**src/hw/rtl/pip_pkg.sv**
```systemverilog
package pip_pkg;

  // Defaults for the top-level parameters
  localparam int unsigned MAX_VERTICES_DEF = 64;
  localparam int unsigned COORD_WIDTH_DEF  = 16;

  // Fixed field widths
  localparam int unsigned CNT_W = 7;
  localparam int unsigned IDX_W = 6;

  // Item kinds
  localparam logic KIND_LOAD  = 1'b0;
  localparam logic KIND_QUERY = 1'b1;

  // Query sequencer states
  typedef enum logic [3:0] {
    ST_IDLE = 4'b0001,
    ST_WALK = 4'b0010,
    ST_WAIT = 4'b0100,
    ST_DONE = 4'b1000
  } pip_state_e;

  // Control travelling alongside the vertex read data
  typedef struct packed {
    logic start;  // clear the parity flag for a new query
    logic vld;    // read data valid this cycle
    logic first;  // seed read: last vertex in use, opens the first edge
    logic last;   // final vertex of the walk
  } pip_ctl_t;

endpackage

```
**src/hw/rtl/pip_edge.sv**
```systemverilog
module pip_edge #(
  parameter int unsigned CoordWidth = pip_pkg::COORD_WIDTH_DEF
) (
  input  logic                         clk_i,
  input  logic                         rst_ni,
  input  pip_pkg::pip_ctl_t            ctl_i,
  input  logic [2*CoordWidth-1:0]      rd_data_i,
  input  logic signed [CoordWidth-1:0] px_i,
  input  logic signed [CoordWidth-1:0] py_i,
  output logic                         done_o,
  output logic                         inside_o
);
  import pip_pkg::*;

  localparam int unsigned DW = CoordWidth + 1;
  localparam int unsigned PW = 2 * DW;

  logic signed [CoordWidth-1:0] cur_x, cur_y;
  logic signed [CoordWidth-1:0] prev_x_q, prev_y_q;

  logic                 s1_vld_q, s1_last_q, s1_cross_q;
  logic signed [DW-1:0] s1_a_q, s1_dy_q, s1_b_q, s1_c_q;
  logic                 s1_cross_d;

  logic                 s2_vld_q, s2_last_q, s2_cross_q, s2_dpos_q;
  logic signed [PW-1:0] s2_p1_q, s2_p2_q;

  logic done_q, inside_q, toggle;

  // RAM word is {x, y}
  assign cur_x = rd_data_i[2*CoordWidth-1:CoordWidth];
  assign cur_y = rd_data_i[CoordWidth-1:0];

  // Edge straddles the ray when its ends sit on opposite sides of py
  assign s1_cross_d = (cur_y > py_i) != (prev_y_q > py_i);

  // Previous vertex: current vertex is (x1,y1), previous is (x2,y2)
  always_ff @(posedge clk_i) begin
    if (ctl_i.vld) begin
      prev_x_q <= cur_x;
      prev_y_q <= cur_y;
    end
  end

  // Stage 1: differences
  always_ff @(posedge clk_i or negedge rst_ni) begin
    if (!rst_ni) begin
      s1_vld_q  <= 1'b0;
      s1_last_q <= 1'b0;
    end else begin
      s1_vld_q  <= ctl_i.vld & ~ctl_i.first;
      s1_last_q <= ctl_i.vld & ctl_i.last;
    end
  end

  always_ff @(posedge clk_i) begin
    if (ctl_i.vld) begin
      s1_cross_q <= s1_cross_d;
      s1_a_q     <= DW'(px_i) - DW'(cur_x);
      s1_dy_q    <= DW'(prev_y_q) - DW'(cur_y);
      s1_b_q     <= DW'(prev_x_q) - DW'(cur_x);
      s1_c_q     <= DW'(py_i) - DW'(cur_y);
    end
  end

  // Stage 2: the two cross products
  always_ff @(posedge clk_i or negedge rst_ni) begin
    if (!rst_ni) begin
      s2_vld_q  <= 1'b0;
      s2_last_q <= 1'b0;
    end else begin
      s2_vld_q  <= s1_vld_q;
      s2_last_q <= s1_last_q;
    end
  end

  always_ff @(posedge clk_i) begin
    if (s1_vld_q) begin
      s2_cross_q <= s1_cross_q;
      s2_dpos_q  <= ~s1_dy_q[DW-1];
      s2_p1_q    <= PW'(s1_a_q) * PW'(s1_dy_q);
      s2_p2_q    <= PW'(s1_b_q) * PW'(s1_c_q);
    end
  end

  // Stage 3: point strictly right of the crossing flips parity.
  // Multiplying through by dy reverses the sense when dy is negative.
  assign toggle = s2_vld_q & s2_cross_q &
                  (s2_dpos_q ? (s2_p1_q > s2_p2_q) : (s2_p1_q < s2_p2_q));

  always_ff @(posedge clk_i or negedge rst_ni) begin
    if (!rst_ni) begin
      inside_q <= 1'b0;
      done_q   <= 1'b0;
    end else begin
      done_q <= s2_vld_q & s2_last_q;
      if (ctl_i.start) begin
        inside_q <= 1'b0;
      end else if (toggle) begin
        inside_q <= ~inside_q;
      end
    end
  end

  assign done_o   = done_q;
  assign inside_o = inside_q;

endmodule

```
**config.mk**
```make
export PLATFORM = sky130hd
export DESIGN_NAME = pip_edge
export DESIGN_NICKNAME = d
export VERILOG_FILES = /design/src/hw/rtl/pip_pkg.sv /design/src/hw/rtl/pip_edge.sv
export SDC_FILE = /design/constraint.sdc
export NUM_CORES = 2
export LEC_CHECK = 0
export ABC_AREA = 0
export BUFFER_PORTS_ARGS = -buffer_cell sky130_fd_sc_hd__buf_4
export CORE_ASPECT_RATIO = 0.5
export CORE_MARGIN = 2
export CORE_UTILIZATION = 55
export DETAILED_ROUTE_END_ITERATION = 16
export GPL_ROUTABILITY_DRIVEN = 0
export PLACE_DENSITY_LB_ADDON = 0.2
export SYNTH_ARGS = -nofsm -noshare
export SYNTH_HDL_FRONTEND = slang
export SYNTH_SLANG_ARGS = --single-unit
```
**constraint.sdc**
```tcl
create_clock -name clk_i -period 11.7 [get_ports clk_i]
set_clock_uncertainty 0.05 [all_clocks]
set_input_delay 2.34 -clock clk_i [delete_from_list [all_inputs] [get_ports clk_i]]
set_output_delay 2.34 -clock clk_i [all_outputs]
set_load 0.005 [all_outputs]
```
=== Word level (Yosys, flattened, before mapping) ===
Cells that the tools add are included.

* Add/subtract/negate cells: 4
* Multiply operators: 2
* Order comparisons: 4
* Equal/unequal tests: 1
* Mux-type cells: 3
* Bitwise operators: 8
* Reductions and logical operators: 1

{| class="wikitable"
|+ Operators with widths
! cell !! number
|-
| $mul A17 B17 Y34 || 2
|-
| $sub A16 B16 Y17 || 4
|-
| $gt A34 B34 Y1 || 1
|-
| $lt A34 B34 Y1 || 1
|-
| $gt A16 B16 Y1 || 2
|-
| $and A1 B1 Y1 || 5
|-
| $mux W1 || 3
|-
| $not A1 Y1 || 3
|-
| $reduce_bool A2 Y1 || 1
|-
| $ne A1 B1 Y1 || 1
|}

* Register bits after elaboration: 177
* Input bits: 70
* Output and inout bits: 2
* Logic and storage cells: 40

=== Longest topological paths before layout ===
* Word-level depth: 5
* Depth in mapped cells: 24
* Gate-level depth less buffers: 23

=== Worst setup path before layout ===
Ideal clock, no wire load.

* Path kind: reg-to-reg
* From: reg s1_dy_q[8]
* To: reg s2_p1_q[26] (data pin)
* Setup time: 139 ps
* Arrival time: 6032 ps
* Data required time: 11511 ps
* Setup slack: 5479 ps
* Stages on the path, launching flop included: 23
* Buffers on the path: 2
* Period minus slack after synthesis: 6221 ps
* Cell sequence: edfxtp_1 -> clkbuf_1 -> clkbuf_1 -> nand2_1 -> fa_1 -> inv_1 -> fa_1 -> inv_1 -> fa_1 -> inv_1 -> fa_1 -> fa_1 -> inv_1 -> fa_1 -> inv_1 -> ha_1 -> and3_1 -> and3_1 -> a21o_1 -> a311oi_2 -> o21ai_1 -> or4b_1 -> nand4b_1

* Word-level cells in the longest chain between the ends: 1

{| class="wikitable"
|+ RTL lines
! item !! line !! source
|-
| from (decl) || pip_edge.sv:22 || <nowiki>logic signed [DW-1:0] s1_a_q, s1_dy_q, s1_b_q, s1_c_q;</nowiki>
|-
| from (signal assigned) || pip_edge.sv:60 || <nowiki>s1_dy_q <= DW'(prev_y_q) - DW'(cur_y);</nowiki>
|-
| $mul A17 B17 Y34 || pip_edge.sv:81 || <nowiki>s2_p1_q <= PW'(s1_a_q) * PW'(s1_dy_q);</nowiki>
|-
| to (signal assigned) || pip_edge.sv:81 ||
|-
| to (decl) || pip_edge.sv:26 || <nowiki>logic signed [PW-1:0] s2_p1_q, s2_p2_q;</nowiki>
|}

No other way between the ends.
A chain may end at the register's enable or synchronous reset.

=== Final worst setup path ===
* From: reg s1_c_q[2]
* To: reg s2_p2_q[33] (data pin)

* Word-level cells in the longest chain between the ends: 1

{| class="wikitable"
|+ RTL lines
! item !! line !! source
|-
| from (decl) || pip_edge.sv:22 ||
|-
| from (signal assigned) || pip_edge.sv:62 || <nowiki>s1_c_q <= DW'(py_i) - DW'(cur_y);</nowiki>
|-
| $mul A17 B17 Y34 || pip_edge.sv:82 || <nowiki>s2_p2_q <= PW'(s1_b_q) * PW'(s1_c_q);</nowiki>
|-
| to (signal assigned) || pip_edge.sv:82 ||
|-
| to (decl) || pip_edge.sv:26 ||
|}

No other way between the ends.

==> impl_metrics.ini <==
[worst_setup_path]
path_buf_inv = 5
r2r-start = s1_c_q[2]$_DFFE_PP_
crit_type = flop to flop
crit_chain = nand2_1, inv_1, fa_1, fa_1, inv_1, fa_1, inv_1, fa_1, inv_1, fa_1, inv_1, ha_1, a21o_1, nor2_1, nand2_1, a2111oi_1, o31a_1, a211oi_2, o221ai_2, mux2i_1, and4_1
rrSetupSlack_ns = 4.60
slowest_stage = fa_1
worstSetupStartpointType = flop
worst_setup_path_end_kind = flop
required_ns = 11.98
arrival_ns = 7.38
worstPathMaxFanout = 17
critical-path-top-delay-family = adder cells
crit_path_max_incr_delay_ns = 0.83
r2r-end = s2_p2_q[33]$_DFFE_PP_
worst-r2r-cell-count = 21

[cts]
insertion_delay_ns = 0.46
cts.path.max_buffers = 2
cts_hold_buffers = 0
cts_sinks = 177
clk_pin_slew_worst_paths_ns = 0.08
cts-resized-gates = 0
cts_tree = done
cts-buffers-inserted = 17
htreeDepth = 4
cts_setup_buffers = 0
cts.root.buffer_cell = clkbuf_16

[grt]
grt-ovfl-total = 0
grt_max_degree = 67
grt_pass1_vias = 22500
track_usage_pct = 26.5
grt_pass1_wl_mm = 120
antenna_found_initial = 0

[cells_and_area]
layout-drive-gt1-share_pct = 3.66
syn_to_final_growth_pct = 5.67
nNetsFinal = 4105
diodes = 0
fillers = 4824

[synthesis]
syn_area_sq_mm = 0.0311
synth_edf_count = 171
synth_largest_area_cell = fa_1
synth_cells = 3136
avgSynthCellArea_sq_um = 9.92
synth_adder_area_share_pct = 49.8
yosys_warnings = 0
synth_area_leaders = fa_1 (38%), edfxtp_1 (17%), ha_1 (11%), inv_1 (8.6%), and2_1 (6.0%)
synth_seq_area_share_pct = 17.0
synth-main-ff-cell = edfxtp_1
ys_seq_elements = 177
synth_simple_gate_area_share_pct = 14.4
synth_cell_type_count = 69
synth_compound_area_share_pct = 5.96
muxShareOfSynthArea_pct = 0.0643
async_flop_share_pct = 3.39
syn_nets = 4087
yosys.area.top_type_share_pct = 38.3
yosys.area_share.xor_xnor_pct = 3.24
synth_top_family_by_area = adder cells

[placement]
place.port_buffers = 71
dp_hpwl_mm = 60.6

[timing]
worstMarginPinSlew_ns = 0.915
final.period_utilization_pct = 60.7
timing.slew.headroom_pct = 39.0
rsz0062_at_grt = no
finalHoldViolations = 0
period_needed_ns = 7.10
slew_viol_final = 0
setup_viol = 0
finalSetupTns_ns = 0
max_freq_mhz = 141

[hold_path]
hold_start = s1_last_q$_DFF_PN0_
holdCritPathClass = flop to flop
hold_path_depth = 0
holdPathEnd = s2_last_q$_DFF_PN0_

[floorplan]
coreArea_sq_mm = 0.0557
die_y_microns = 172
start_util_pct = 55.8
die-area_sq_mm = 0.0586
die_w_microns = 340
rows = 61
ioPinCount = 72

[route]
routed-via-count = 21400
wl_per_cell_microns = 18.7
drtAntennaViolNets = 0
first_pass_iters = 5
drt-vias-per-instance = 5.46
drc = 0
wirelength_mm = 73.2
drtIter0Drc = 1598

[run]
maxCapViolCount = 0

[status]
status = finished clean
[routing by layer]
| metal | up-vias | global-route usage [%] | wire length, microns |
|---|---|---|---|
| li1 | 9718 | - | - |
| met2 | 693 | 42.9 | 34200 |
| met1 | 10900 | 37.3 | 32000 |
| met3 | 104 | 4.50 | 5050 |
| met4 | 0 | 7.39 | 1950 |
| met5 | - | 0 | 0 |
[logic make-up after synthesis]
logic type / after synthesis
DFF: 177
muxes: 2
AOI/OAI and AO/OA: 279
adders and majority gates: 881
and+or+nand+nor: 894
xor gates and xnor gates: 115
buffers and inverters: 788
[sequential cells by signal (all words and copies together), names as in the netlist, 16 cells and up]
name,flops
s1_b_q,17
s1_dy_q,17
s1_a_q,17
s2_p1_q,34
s1_c_q,17
s2_p2_q,34
prev_x_q,16
prev_y_q,16
[worst max path at each step]
stage	start	endpoint	slack [ns]	depth (start not counted)
floorplan	s1_dy_q[8]$_DFFE_PP_	s2_p1_q[26]$_DFFE_PP_	5.48	22
CTS	s1_c_q[2]$_DFFE_PP_	s2_p2_q[33]$_DFFE_PP_	4.70	20
global route	s1_dy_q[8]$_DFFE_PP_	s2_p1_q[32]$_DFFE_PP_	4.36	20
finish	s1_c_q[2]$_DFFE_PP_	s2_p2_q[33]$_DFFE_PP_	4.60	21
global placement	s1_dy_q[8]$_DFFE_PP_	s2_p1_q[32]$_DFFE_PP_	4.79	20
detailed placement	s1_c_q[2]$_DFFE_PP_	s2_p2_q[33]$_DFFE_PP_	4.74	20
[stage by stage]
step                      area [sq um]  util, %  cells  setup slack [ns]  hold slack [ns]
after floorplan                  31100        -   3136              5.48            0.281
after global placement           32300     58.1   3891              4.79            0.285
after detailed placement         32300     58.1   3891              4.74            0.290
after CTS                        32900     59.0   3923              4.70            0.306
after global routing             32900     59.0   3923              4.36            0.318
final                            32900     59.0   3923              4.60            0.304
[cell usage in the layout, fill, tap and decap left out, types with 18 or more instances in the layout]
| master | Yosys | layout |
|---|---|---|
| edfxtp_1 | 171 | 171 |
| nand2_1 | 312 | 312 |
| nand3_1 | 23 | 23 |
| and2_1 | 298 | 298 |
| nor3_1 | 33 | 33 |
| xnor2_1 | 102 | 102 |
| a21o_1 | 33 | 33 |
| a21oi_1 | 76 | 76 |
| ha_1 | 285 | 285 |
| nand4_1 | 18 | 18 |
| nor2b_1 | 23 | 23 |
| inv_1 | 711 | 711 |
| o21ai_0 | 37 | 37 |
| fa_1 | 596 | 596 |
| nor2_1 | 117 | 117 |
| buf_4 | 0 | 76 |
| o21a_1 | 28 | 28 |
[cells in the mapped netlist (6+ instances only)]
cell      count
a21o_1       33
o21a_1       28
and3_1       15
and2_1      298
clkbuf_1     75
o211ai_1      6
a211o_1       6
o21ai_0      37
o21ai_1      17
or3_1        16
dfrtp_1       6
nor2b_1      23
a21oi_1      76
nand4_1      18
edfxtp_1    171
nor3_1       33
nand2_1     312
nand2b_1     13
nand3_1      23
o21bai_1      8
fa_1        596
xor2_1       13
a211oi_1     15
xnor2_1     102
nor2_1      117
a31oi_1       6
ha_1        285
inv_1       711
[final cells by class]
class                           instances  area (sq um)  area share [%]
Timing Repair Buffer                   76           571            1.74
Clock inverter                         15           110           0.335
Clock buffer                           17           425            1.29
Tap cell                              756           946            2.88
Inverter                              711          2670            8.12
Sequential cell                       177          5290            16.1
Multi-Input combinational cell       2171         22900            69.6
Power is not shown: default switching activity piles up to over one toggle a cycle in this logic, so the estimate is an artifact.
